--- src/rtl/ucer_pkg.sv ---
package ucer_pkg;
  localparam logic [1:0] OP_SETUP = 2'd0;
  localparam logic [1:0] OP_IN    = 2'd1;
  localparam logic [1:0] OP_OUT   = 2'd2;
  localparam logic [1:0] OP_BRST  = 2'd3;

  localparam logic [2:0] ACT_NONE  = 3'd0;
  localparam logic [2:0] ACT_BYTE  = 3'd1;
  localparam logic [2:0] ACT_ZLP   = 3'd2;
  localparam logic [2:0] ACT_STALL = 3'd3;
  localparam logic [2:0] ACT_ADDR  = 3'd4;

  localparam logic [2:0] SRC_DEV  = 3'd0;
  localparam logic [2:0] SRC_CFG  = 3'd1;
  localparam logic [2:0] SRC_LANG = 3'd2;
  localparam logic [2:0] SRC_MANU = 3'd3;
  localparam logic [2:0] SRC_PROD = 3'd4;
  localparam logic [2:0] SRC_CVAL = 3'd5;
  localparam logic [2:0] SRC_ZERO = 3'd6;
  localparam logic [2:0] SRC_LINE = 3'd7;

  localparam logic [55:0] LINE_RESET = 56'h08_0000_0001_C200;
  localparam logic [15:0] VID_RESET  = 16'h1D50;
  localparam logic [15:0] PID_RESET  = 16'h6019;

  localparam logic [7:0] REQ_GET_LINE = 8'h21;
  localparam logic [7:0] REQ_SET_LINE = 8'h20;
  localparam logic [7:0] REQ_SET_CTRL = 8'h22;

  localparam logic       CFG_IDX_VID = 1'b0;
  localparam logic       CFG_IDX_PID = 1'b1;

  // datapath command from controller
  typedef struct packed {
    logic       load;    // latch new item and run decode
    logic       emit;    // emit current byte, advance
  } ucer_cmd_t;

  typedef struct packed {
    logic       busy_bytes; // bytes left in this packet
    logic       last_byte;  // current byte is last of packet
  } ucer_sts_t;

  function automatic logic [7:0] rom_static(input logic [2:0] src, input logic [6:0] off);
    logic [7:0] b;
    b = 8'd0;
    case (src)
      SRC_CFG: begin
        case (off)
          7'd0: b = 8'd9;  7'd1: b = 8'd2;  7'd2: b = 8'd67; 7'd3: b = 8'd0;
          7'd4: b = 8'd2;  7'd5: b = 8'd1;  7'd6: b = 8'd0;  7'd7: b = 8'h80;
          7'd8: b = 8'd250;
          7'd9: b = 8'd9;  7'd10: b = 8'd4; 7'd11: b = 8'd0; 7'd12: b = 8'd0;
          7'd13: b = 8'd1; 7'd14: b = 8'h02; 7'd15: b = 8'h02; 7'd16: b = 8'h01;
          7'd17: b = 8'd0;
          7'd18: b = 8'd5; 7'd19: b = 8'h24; 7'd20: b = 8'h00; 7'd21: b = 8'h10;
          7'd22: b = 8'h01;
          7'd23: b = 8'd5; 7'd24: b = 8'h24; 7'd25: b = 8'h01; 7'd26: b = 8'h00;
          7'd27: b = 8'd1;
          7'd28: b = 8'd4; 7'd29: b = 8'h24; 7'd30: b = 8'h02; 7'd31: b = 8'h02;
          7'd32: b = 8'd5; 7'd33: b = 8'h24; 7'd34: b = 8'h06; 7'd35: b = 8'd0;
          7'd36: b = 8'd1;
          7'd37: b = 8'd7; 7'd38: b = 8'd5; 7'd39: b = 8'h83; 7'd40: b = 8'h03;
          7'd41: b = 8'd16; 7'd42: b = 8'd0; 7'd43: b = 8'hFF;
          7'd44: b = 8'd9; 7'd45: b = 8'd4; 7'd46: b = 8'd1; 7'd47: b = 8'd0;
          7'd48: b = 8'd2; 7'd49: b = 8'h0A; 7'd50: b = 8'd0; 7'd51: b = 8'd0;
          7'd52: b = 8'd0;
          7'd53: b = 8'd7; 7'd54: b = 8'd5; 7'd55: b = 8'h01; 7'd56: b = 8'h02;
          7'd57: b = 8'd64; 7'd58: b = 8'd0; 7'd59: b = 8'd0;
          7'd60: b = 8'd7; 7'd61: b = 8'd5; 7'd62: b = 8'h82; 7'd63: b = 8'h02;
          7'd64: b = 8'd64; 7'd65: b = 8'd0; 7'd66: b = 8'd0;
          default: b = 8'd0;
        endcase
      end
      SRC_LANG: begin
        case (off)
          7'd0: b = 8'd4; 7'd1: b = 8'd3; 7'd2: b = 8'h09; 7'd3: b = 8'h04;
          default: b = 8'd0;
        endcase
      end
      SRC_MANU: begin
        case (off)
          7'd0: b = 8'd14; 7'd1: b = 8'd3; 7'd2: b = 8'h4D; 7'd4: b = 8'h61;
          7'd6: b = 8'h72; 7'd8: b = 8'h6C; 7'd10: b = 8'h69; 7'd12: b = 8'h6E;
          default: b = 8'd0;
        endcase
      end
      SRC_PROD: begin
        case (off)
          7'd0: b = 8'd8; 7'd1: b = 8'd3; 7'd2: b = 8'h34; 7'd4: b = 8'h70;
          7'd6: b = 8'h69;
          default: b = 8'd0;
        endcase
      end
      default: b = 8'd0;
    endcase
    return b;
  endfunction
endpackage

--- src/rtl/usb_control_endpoint_responder_unit.sv ---
// The first result is presented in the cycle after an item is accepted.
// Throughput: one result per cycle while out_stall_i is low.
// The next item is taken once the last result of the current one is taken.
// Reset (rst_ni low, async) clears state, IDs to defaults, line coding 115200 8N1.
module usb_control_endpoint_responder_unit
  import ucer_pkg::*;
#(
  parameter int PACKET_BYTES = 64
) (
  input  logic        clk_i,
  input  logic        rst_ni,
  input  logic        cfg_we_i,
  input  logic        cfg_idx_i,
  input  logic [15:0] cfg_data_i,
  input  logic        in_valid_i,
  output logic        in_stall_o,
  input  logic [1:0]  op_i,
  input  logic [7:0]  request_type_i,
  input  logic [7:0]  request_code_i,
  input  logic [15:0] request_value_i,
  input  logic [15:0] request_length_i,
  input  logic [6:0]  out_count_i,
  input  logic [55:0] out_bytes_i,
  output logic        out_valid_o,
  input  logic        out_stall_i,
  output logic [2:0]  action_o,
  output logic [7:0]  data_byte_o,
  output logic        last_o,
  output logic [6:0]  device_address_o,
  output logic        configured_o,
  output logic        host_open_o
);
  ucer_cmd_t cmd;
  ucer_sts_t sts;

  ucer_ctrl u_ctrl (
    .clk_i, .rst_ni, .in_valid_i, .in_stall_o, .out_valid_o, .out_stall_i,
    .sts_i(sts), .cmd_o(cmd)
  );

  ucer_datapath #(.PACKET_BYTES(PACKET_BYTES)) u_dp (
    .clk_i, .rst_ni, .cfg_we_i, .cfg_idx_i, .cfg_data_i, .cmd_i(cmd), .sts_o(sts),
    .op_i, .request_type_i, .request_code_i, .request_value_i, .request_length_i,
    .out_count_i, .out_bytes_i, .action_o, .data_byte_o, .last_o,
    .device_address_o, .configured_o, .host_open_o
  );
endmodule

--- src/rtl/ucer_datapath.sv ---
module ucer_datapath
  import ucer_pkg::*;
#(
  parameter int PACKET_BYTES = 64
) (
  input  logic        clk_i,
  input  logic        rst_ni,
  input  logic        cfg_we_i,
  input  logic        cfg_idx_i,
  input  logic [15:0] cfg_data_i,
  input  ucer_cmd_t   cmd_i,
  output ucer_sts_t   sts_o,
  input  logic [1:0]  op_i,
  input  logic [7:0]  request_type_i,
  input  logic [7:0]  request_code_i,
  input  logic [15:0] request_value_i,
  input  logic [15:0] request_length_i,
  input  logic [6:0]  out_count_i,
  input  logic [55:0] out_bytes_i,
  output logic [2:0]  action_o,
  output logic [7:0]  data_byte_o,
  output logic        last_o,
  output logic [6:0]  device_address_o,
  output logic        configured_o,
  output logic        host_open_o
);
  localparam logic [6:0] PKT = 7'(PACKET_BYTES);

  logic [15:0] vid_q, pid_q;
  logic [6:0]  addr_q, addr_d;
  logic        cfgd_q, cfgd_d, dtr_q, dtr_d;
  logic [55:0] line_q, line_d;
  logic [2:0]  src_q, src_d;
  logic [6:0]  off_q, off_d, rem_q, rem_d;
  logic        zlp_q, zlp_d, awt_q, awt_d;
  logic [6:0]  cnt_q, cnt_d;     // bytes left in current packet
  logic [2:0]  act_q, act_d;     // single result action when cnt is zero
  logic [6:0]  raddr_q, raddr_d;

  // decode helpers
  logic        start;
  logic [2:0]  s_src;
  logic [6:0]  s_size;
  logic [16:0] len;
  logic [6:0]  n;
  logic        mult;           // len is a whole number of packets
  logic [7:0]  byte_val;
  logic [7:0]  dev_b;

  always_comb begin
    addr_d = addr_q; cfgd_d = cfgd_q; dtr_d = dtr_q; line_d = line_q;
    src_d = src_q; off_d = off_q; rem_d = rem_q; zlp_d = zlp_q; awt_d = awt_q;
    cnt_d = cnt_q; act_d = act_q; raddr_d = 7'd0;
    start = 1'b0; s_src = SRC_DEV; s_size = 7'd0;
    len = 17'd0; n = 7'd0; mult = 1'b0;
    if (cmd_i.load) begin
      act_d = ACT_NONE; cnt_d = 7'd0;
      case (op_i)
        OP_SETUP: begin
          src_d = SRC_DEV; off_d = 7'd0; rem_d = 7'd0; zlp_d = 1'b0; awt_d = 1'b0;
          case (request_type_i[6:5])
            2'd0: begin
              case (request_code_i)
                8'd6: begin
                  act_d = ACT_STALL;
                  case (request_value_i[15:8])
                    8'd1: begin start = 1'b1; s_src = SRC_DEV; s_size = 7'd18; end
                    8'd2: begin start = 1'b1; s_src = SRC_CFG; s_size = 7'd67; end
                    8'd3: begin
                      case (request_value_i[7:0])
                        8'd0: begin start = 1'b1; s_src = SRC_LANG; s_size = 7'd4; end
                        8'd1: begin start = 1'b1; s_src = SRC_MANU; s_size = 7'd14; end
                        8'd2: begin start = 1'b1; s_src = SRC_PROD; s_size = 7'd8; end
                        default: ;
                      endcase
                    end
                    default: ;
                  endcase
                end
                8'd5: begin addr_d = request_value_i[6:0]; act_d = ACT_ZLP; end
                8'd9: begin cfgd_d = |request_value_i[7:0]; act_d = ACT_ZLP; end
                8'd8: begin start = 1'b1; s_src = SRC_CVAL; s_size = 7'd1; end
                8'd0: begin start = 1'b1; s_src = SRC_ZERO; s_size = 7'd2; end
                8'd10: begin start = 1'b1; s_src = SRC_ZERO; s_size = 7'd1; end
                8'd1, 8'd3, 8'd11: act_d = ACT_ZLP;
                default: act_d = ACT_STALL;
              endcase
            end
            2'd1: begin
              case (request_code_i)
                REQ_GET_LINE: begin start = 1'b1; s_src = SRC_LINE; s_size = 7'd7; end
                REQ_SET_LINE: awt_d = 1'b1;
                REQ_SET_CTRL: begin dtr_d = request_value_i[0]; act_d = ACT_ZLP; end
                default: act_d = ACT_STALL;
              endcase
            end
            default: act_d = ACT_STALL;
          endcase
          if (start) begin
            len = (17'(s_size) < 17'(request_length_i)) ? 17'(s_size)
                                                         : 17'(request_length_i);
            for (int k = 1; k * PACKET_BYTES < 128; k++)
              if (int'(len[6:0]) == k * PACKET_BYTES) mult = 1'b1;
            src_d = s_src;
            rem_d = len[6:0];
            zlp_d = (len < 17'(request_length_i)) && mult && (len != 17'd0);
            n = (len[6:0] > PKT) ? PKT : len[6:0];
            cnt_d = n;
            if (n < PKT && len[6:0] == n) zlp_d = 1'b0;
            act_d = (n == 7'd0) ? ACT_ZLP : ACT_NONE;
            off_d = 7'd0;
            rem_d = len[6:0] - n;
          end
        end
        OP_IN: begin
          if (rem_q != 7'd0 || zlp_q) begin
            if (rem_q == 7'd0) zlp_d = 1'b0;
            n = (rem_q > PKT) ? PKT : rem_q;
            cnt_d = n;
            rem_d = rem_q - n;
            if (rem_d == 7'd0 && n < PKT) zlp_d = 1'b0;
            act_d = (n == 7'd0) ? ACT_ZLP : ACT_NONE;
          end else if (addr_q != 7'd0) begin
            act_d = ACT_ADDR; addr_d = 7'd0;
          end
        end
        OP_OUT: begin
          if (awt_q) begin
            for (int j = 0; j < 7; j++)
              if (7'(j) < out_count_i) line_d[8*j +: 8] = out_bytes_i[8*j +: 8];
            awt_d = 1'b0; src_d = SRC_DEV; off_d = 7'd0; rem_d = 7'd0; zlp_d = 1'b0;
            act_d = ACT_ZLP;
          end
        end
        default: begin
          cfgd_d = 1'b0; dtr_d = 1'b0; addr_d = 7'd0; src_d = SRC_DEV;
          off_d = 7'd0; rem_d = 7'd0; zlp_d = 1'b0; awt_d = 1'b0;
        end
      endcase
      raddr_d = addr_q;
    end else if (cmd_i.emit) begin
      cnt_d = cnt_q - 7'd1;
      off_d = off_q + 7'd1;
    end
  end

  always_comb begin
    dev_b = 8'd0;
    case (off_q)
      7'd0: dev_b = 8'd18; 7'd1: dev_b = 8'd1; 7'd3: dev_b = 8'h02; 7'd4: dev_b = 8'h02;
      7'd7: dev_b = 8'(PACKET_BYTES);
      7'd8: dev_b = vid_q[7:0]; 7'd9: dev_b = vid_q[15:8];
      7'd10: dev_b = pid_q[7:0]; 7'd11: dev_b = pid_q[15:8];
      7'd13: dev_b = 8'h01; 7'd14: dev_b = 8'd1; 7'd15: dev_b = 8'd2;
      7'd17: dev_b = 8'd1;
      default: dev_b = 8'd0;
    endcase
    case (src_q)
      SRC_DEV:  byte_val = dev_b;
      SRC_CVAL: byte_val = (off_q == 7'd0) ? {7'd0, cfgd_q} : 8'd0;
      SRC_LINE: byte_val = (off_q < 7'd7) ? line_q[{off_q[2:0], 3'b000} +: 8] : 8'd0;
      default:  byte_val = rom_static(src_q, off_q);
    endcase
  end

  assign sts_o.busy_bytes = (cnt_q != 7'd0);
  assign sts_o.last_byte  = (cnt_q == 7'd1);

  assign action_o         = (cnt_q != 7'd0) ? ACT_BYTE : act_q;
  assign data_byte_o      = (cnt_q != 7'd0) ? byte_val : 8'd0;
  assign last_o           = (cnt_q <= 7'd1);
  assign device_address_o = (cnt_q == 7'd0 && act_q == ACT_ADDR) ? raddr_q : 7'd0;
  assign configured_o     = cfgd_q;
  assign host_open_o      = dtr_q;

  always_ff @(posedge clk_i or negedge rst_ni) begin
    if (!rst_ni) begin
      vid_q <= VID_RESET; pid_q <= PID_RESET;
      addr_q <= 7'd0; cfgd_q <= 1'b0; dtr_q <= 1'b0; line_q <= LINE_RESET;
      src_q <= SRC_DEV; off_q <= 7'd0; rem_q <= 7'd0; zlp_q <= 1'b0; awt_q <= 1'b0;
      cnt_q <= 7'd0; act_q <= ACT_NONE; raddr_q <= 7'd0;
    end else begin
      if (cfg_we_i && cfg_idx_i == CFG_IDX_VID) vid_q <= cfg_data_i;
      if (cfg_we_i && cfg_idx_i == CFG_IDX_PID) pid_q <= cfg_data_i;
      addr_q <= addr_d; cfgd_q <= cfgd_d; dtr_q <= dtr_d; line_q <= line_d;
      src_q <= src_d; off_q <= off_d; rem_q <= rem_d; zlp_q <= zlp_d; awt_q <= awt_d;
      cnt_q <= cnt_d; act_q <= act_d;
      if (cmd_i.load) raddr_q <= raddr_d;
    end
  end
endmodule

--- src/rtl/ucer_ctrl.sv ---
module ucer_ctrl
  import ucer_pkg::*;
(
  input  logic      clk_i,
  input  logic      rst_ni,
  input  logic      in_valid_i,
  output logic      in_stall_o,
  output logic      out_valid_o,
  input  logic      out_stall_i,
  input  ucer_sts_t sts_i,
  output ucer_cmd_t cmd_o
);
  localparam logic ST_IDLE = 1'b0;
  localparam logic ST_OUT  = 1'b1;
  logic state_q, state_d;

  always_comb begin
    state_d = state_q;
    cmd_o = '0;
    case (state_q)
      ST_IDLE: if (in_valid_i) begin
        cmd_o.load = 1'b1; state_d = ST_OUT;
      end
      ST_OUT: if (!out_stall_i) begin
        if (sts_i.busy_bytes && !sts_i.last_byte) cmd_o.emit = 1'b1;
        else begin
          cmd_o.emit = sts_i.busy_bytes; state_d = ST_IDLE;
        end
      end
      default: state_d = ST_IDLE;
    endcase
  end

  assign in_stall_o  = (state_q != ST_IDLE);
  assign out_valid_o = (state_q == ST_OUT);

  always_ff @(posedge clk_i or negedge rst_ni) begin
    if (!rst_ni) state_q <= ST_IDLE;
    else state_q <= state_d;
  end
endmodule

--- config.mk ---
export PLATFORM = sky130hd
export DESIGN_NAME = usb_control_endpoint_responder_unit
export DESIGN_NICKNAME = d
export VERILOG_FILES = /design/src/rtl/ucer_pkg.sv /design/src/rtl/usb_control_endpoint_responder_unit.sv /design/src/rtl/ucer_datapath.sv /design/src/rtl/ucer_ctrl.sv
export SDC_FILE = /design/constraint.sdc
export NUM_CORES = 1
export LEC_CHECK = 0
export BUFFER_PORTS_ARGS = -buffer_cell sky130_fd_sc_hd__buf_2
export CORE_ASPECT_RATIO = 0.75
export CORE_MARGIN = 1
export CORE_UTILIZATION = 45
export DETAILED_ROUTE_END_ITERATION = 8
export HOLD_SLACK_MARGIN = 0.1
export MAX_ROUTING_LAYER = met4
export PLACE_DENSITY = 0.69
export SYNTH_ARGS = -nofsm -noshare
export SYNTH_HDL_FRONTEND = slang
export SYNTH_HIERARCHICAL = 1
export SYNTH_SLANG_ARGS = --single-unit
export TNS_END_PERCENT = 50
--- constraint.sdc ---
create_clock -name clk_i -period 4.2 [get_ports clk_i]
set_input_delay 0.84 -clock clk_i [delete_from_list [all_inputs] [get_ports clk_i]]
set_output_delay 0.84 -clock clk_i [all_outputs]
set_load 0.005 [all_outputs]
==> impl_metrics.csv <==
group,metric,value,unit
synth,synthTopCellsByArea,"dfrtp_1, mux2_2, dfstp_2",
setup_path,crit_required,4.49,ns
synth,netlist_area,8660,um^2
flow_run,maxCapViolations,0,
hold_path,worstHoldPathType,"primary input to asynchronous set/reset pin",
power,power,5.38,mW
synth,synthSimpleGateAreaFrac,0.182,
timing,finalClockSkew,0.0110,ns
synth,async_flop_share,1.00,
timing,min_period_over_period,1.09,
setup_path,crit_path_start_kind,"primary input",
cells_and_area,antennaDiodeCount,0,
clock_tree,cts_tree,"done",
drt,wire_per_inst,18.3,um
timing,fmax,218,MHz
timing,finalWorstSetupSlack,-0.379,ns
clock_tree,root_buffer,"clkbuf_16",
synth,synth_top_family_by_area,"simple AND/OR/NAND/NOR gates",
setup_path,path_max_fanout,5,
global_route,grtUsageTotal,0.275,
cells_and_area,nets,1302,
synth,synth.yosys.warnings,6,
power,leakage,5.10,nW
synth,syn_inst,927,
placed_design,place_congestion,1.00,
timing,rsz0062_at_grt,"true",
setup_path,endpoint_kind,"flip-flop",
timing,tightest_slew,0.923,ns
synth,synth_area_leader_cell,"dfrtp_1",
timing,setup_viol,3,
global_route,antenna_found_initial,0,
floorplan,die_h,122,um
drt,num_vias,8182,
outcome,violations,"setup timing",
clock_tree,clock-sinks,134,
synth,synth-adder-area-share,0.0347,
cells_and_area,fin_util,0.591,
setup_path,worstPathArrival,4.86,ns
clock_tree,clk_pin_slew,0.07,ns
floorplan,die_width,162,um
synth,synth_nets,1086,
clock_tree,numCtsBuffers,17,
global_route,grt_pass1_vias,7661,
floorplan,dieArea,19800,um^2
synth,ys_types,77,
global_route,grt_max_degree,75,
drt,drt-total-wl,25700,um
floorplan,initial_core_util,0.464,
timing,relSlewSlack,0.379,
drt,drc_errors,0,
drt,first_pass_iters,7,
drt,drtAntennaViolNets,0,
placed_design,port-buffer-count,151,
timing,fin_crit,4.58,ns
clock_tree,postCtsHoldBufs,0,
global_route,grt_pass1_wl,41100,um
drt,vias_per_cell,5.83,
synth,ys_seq_elements,134,
synth,synth_flop_cell,"dfrtp_1",
synth,synth_compound_area_frac,0.181,
synth,avgSynthCellArea,9.35,um^2
synth,seq_area_frac_synth,0.389,
cells_and_area,drive_gt1_frac,0.382,
clock_tree,htree_levels,4,
synth,muxShareOfSynthArea,0.165,
global_route,grt_overflow,0,
setup_path,critPathKind,"primary input to flip-flop",
synth,synth_top_cell_area_share,0.341,
floorplan,num_rows,43,
floorplan,core_area,18700,um^2
power,vdd_drop_max,316,uV
synth,synth-xor-area-share,0.00606,
placed_design,hpwl,19200,um
drt,initialDrtViolationCount,993,
outcome,status,"finished with violations",
clock_tree,clock_latency,0.41,ns
timing,drv_slew,0,
power,powerDensity,487,nW/um^2
synth,synth_edf_count,0,
timing,final-hold-violation-count,0,
clock_tree,clk_path_buf_depth,2,
floorplan,ios,158,
cells_and_area,area_growth,27.3,%
==> cell usage in the layout, fill, tap and decap left out, types with 5 or more instances in the layout <==
master and count:
or3_1 11, o31ai_1 9, nand2b_1 8, nand3b_1 5, a221oi_1 7, a31oi_1 14, a211oi_1 8, nor4_1 10
nor3_1 17, dfstp_2 16, a22o_1 6, nand4_1 12, and2_1 11, nor2b_1 16, o211ai_1 8, clkbuf_16 17
mux2_2 98, nand2_1 91, inv_6 6, or2_2 5, or4_1 5, nand3_1 27, buf_4 100, mux4_2 7
inv_1 32, dfrtp_1 118, a22oi_1 7, ha_1 23, o21ai_0 57, o22ai_1 7, and3_1 8, nor2_1 66
a21oi_1 51, mux2i_1 15, o2111ai_1 5, buf_2 150
==> logic make-up (layout without fill, tap and decap cells) <==
family	Yosys count	in the layout
mux	122	122
flops	134	134
compound gates	237	237
other cells	1	1
buf+inv	90	319
xor+xnor	6	6
simple gates	313	313
fa+ha+maj	24	24
==> repair_timing <==
item	CTS	global route
resized for setup	11	5
gates cloned	0	0
buffers inserted	22	2
endpoints found under the setup margin	1	15
pin swaps	10	5
==> critical path: stages <==
cell and delay (ns):
buf_2 0.10, or4_1 0.62, nor4_1 0.43, buf_4 0.18, nand3_1 0.11, a21oi_1 0.33
ha_1 0.25, o2111ai_1 0.15, a211oi_2 0.38, o21ai_4 0.15, buf_6 0.15, mux2_4 0.30
ha_4 0.27, nand2_2 0.04, a21o_1 0.17, a311oi_2 0.26, o31ai_1 0.13
==> sequential cells by signal, indices dropped and copies added (netlist names) <==
register / count
u_dp/addr_q: 7
u_dp/rem_q: 7
u_dp/act_q: 3
u_dp/host_open_o: 1
u_dp/vid_q: 16
u_dp/line_q: 56
u_dp/configured_o: 1
u_dp/src_q: 3
u_dp/awt_q: 1
u_dp/zlp_q: 1
u_dp/off_q: 7
u_dp/pid_q: 16
u_dp/raddr_q: 7
u_ctrl/in_stall_o: 1
u_dp/cnt_q: 7
==> final timing paths <==
| kind | depth (start not counted) | startpoint | slack, ns | to |
|---|---|---|---|---|
| max | 17 | request_code_i[4] | -0.38 | u_dp/zlp_q |
| min | 1 | rst_ni | 0.43 | u_dp/pid_q[11] |
| max reg2reg | 6 | u_dp/rem_q[1] | 1.19 | u_dp/addr_q[0] |
| min reg2reg | 1 | u_dp/raddr_q[2] | 0.50 | u_dp/raddr_q[2] |
| max in group asynchronous | 2 | rst_ni | 2.92 | u_dp/line_q[16] |
| min in group clk_i | 1 | u_dp/raddr_q[2] | 0.50 | u_dp/raddr_q[2] |
==> cells in the mapped netlist (all sizes together), types with 16 or more instances <==
cell    instances
nor2           68
clkbuf         45
ha             24
dfrtp         118
nand3          27
o21ai          62
dfstp          16
mux2          100
nor2b          17
nand2          92
inv            32
a21oi          52
nor3           18
==> per-layer routing <==
| metal | up-vias | GRT usage | part of all wire | wire [um] |
|---|---|---|---|---|
| met5 | - | - | 0 | 0 |
| li1 | 3875 | - | - | - |
| met2 | 349 | 0.379 | 0.42 | 10900 |
| met1 | 3933 | 0.412 | 0.49 | 12500 |
| met4 | 0 | 0.0513 | 0.0096 | 246 |
| met3 | 25 | 0.0558 | 0.081 | 2070 |
==> power breakdown <==
part	switching (mW)	leakage [nW]	internal, mW	total (mW)
clock	0.630	0.308	0.963	1.59
combinational	1.22	3.06	0.853	2.07
sequential	0.229	1.73	1.48	1.71
total	2.08	5.10	3.30	5.38
==> final cells by class <==
| type | count | area, um^2 |
|---|---|---|
| repair buffers | 254 | 1560 |
| flip-flops and latches | 134 | 3370 |
| fillers | 1646 | 7640 |
| clock inverters | 15 | 204 |
| well taps | 247 | 309 |
| multi-input cells | 703 | 5040 |
| clock buffers | 17 | 425 |
| inverters | 33 | 124 |
==> per-stage QoR <==
| step | TNS, ns | area (um^2) | std cells | setup WS [ns] | hold WS [ns] |
|---|---|---|---|---|---|
| 3_3_place_gp | -1.89 | 10200 | 1351 | -0.692 | 0.485 |
| 5_1_grt | -1.45 | 11000 | 1403 | -0.433 | 0.484 |
| 3_5_place_dp | -2.75 | 10200 | 1351 | -0.820 | 0.493 |
| 4_1_cts | -0.342 | 11000 | 1405 | -0.243 | 0.469 |
| 6_report | -0.420 | 11000 | 1403 | -0.379 | 0.434 |
| 2_1_floorplan | -0.358 | 8700 | 927 | -0.358 | 0.457 |
No activity file was read; power rests on OpenSTA's default activity.
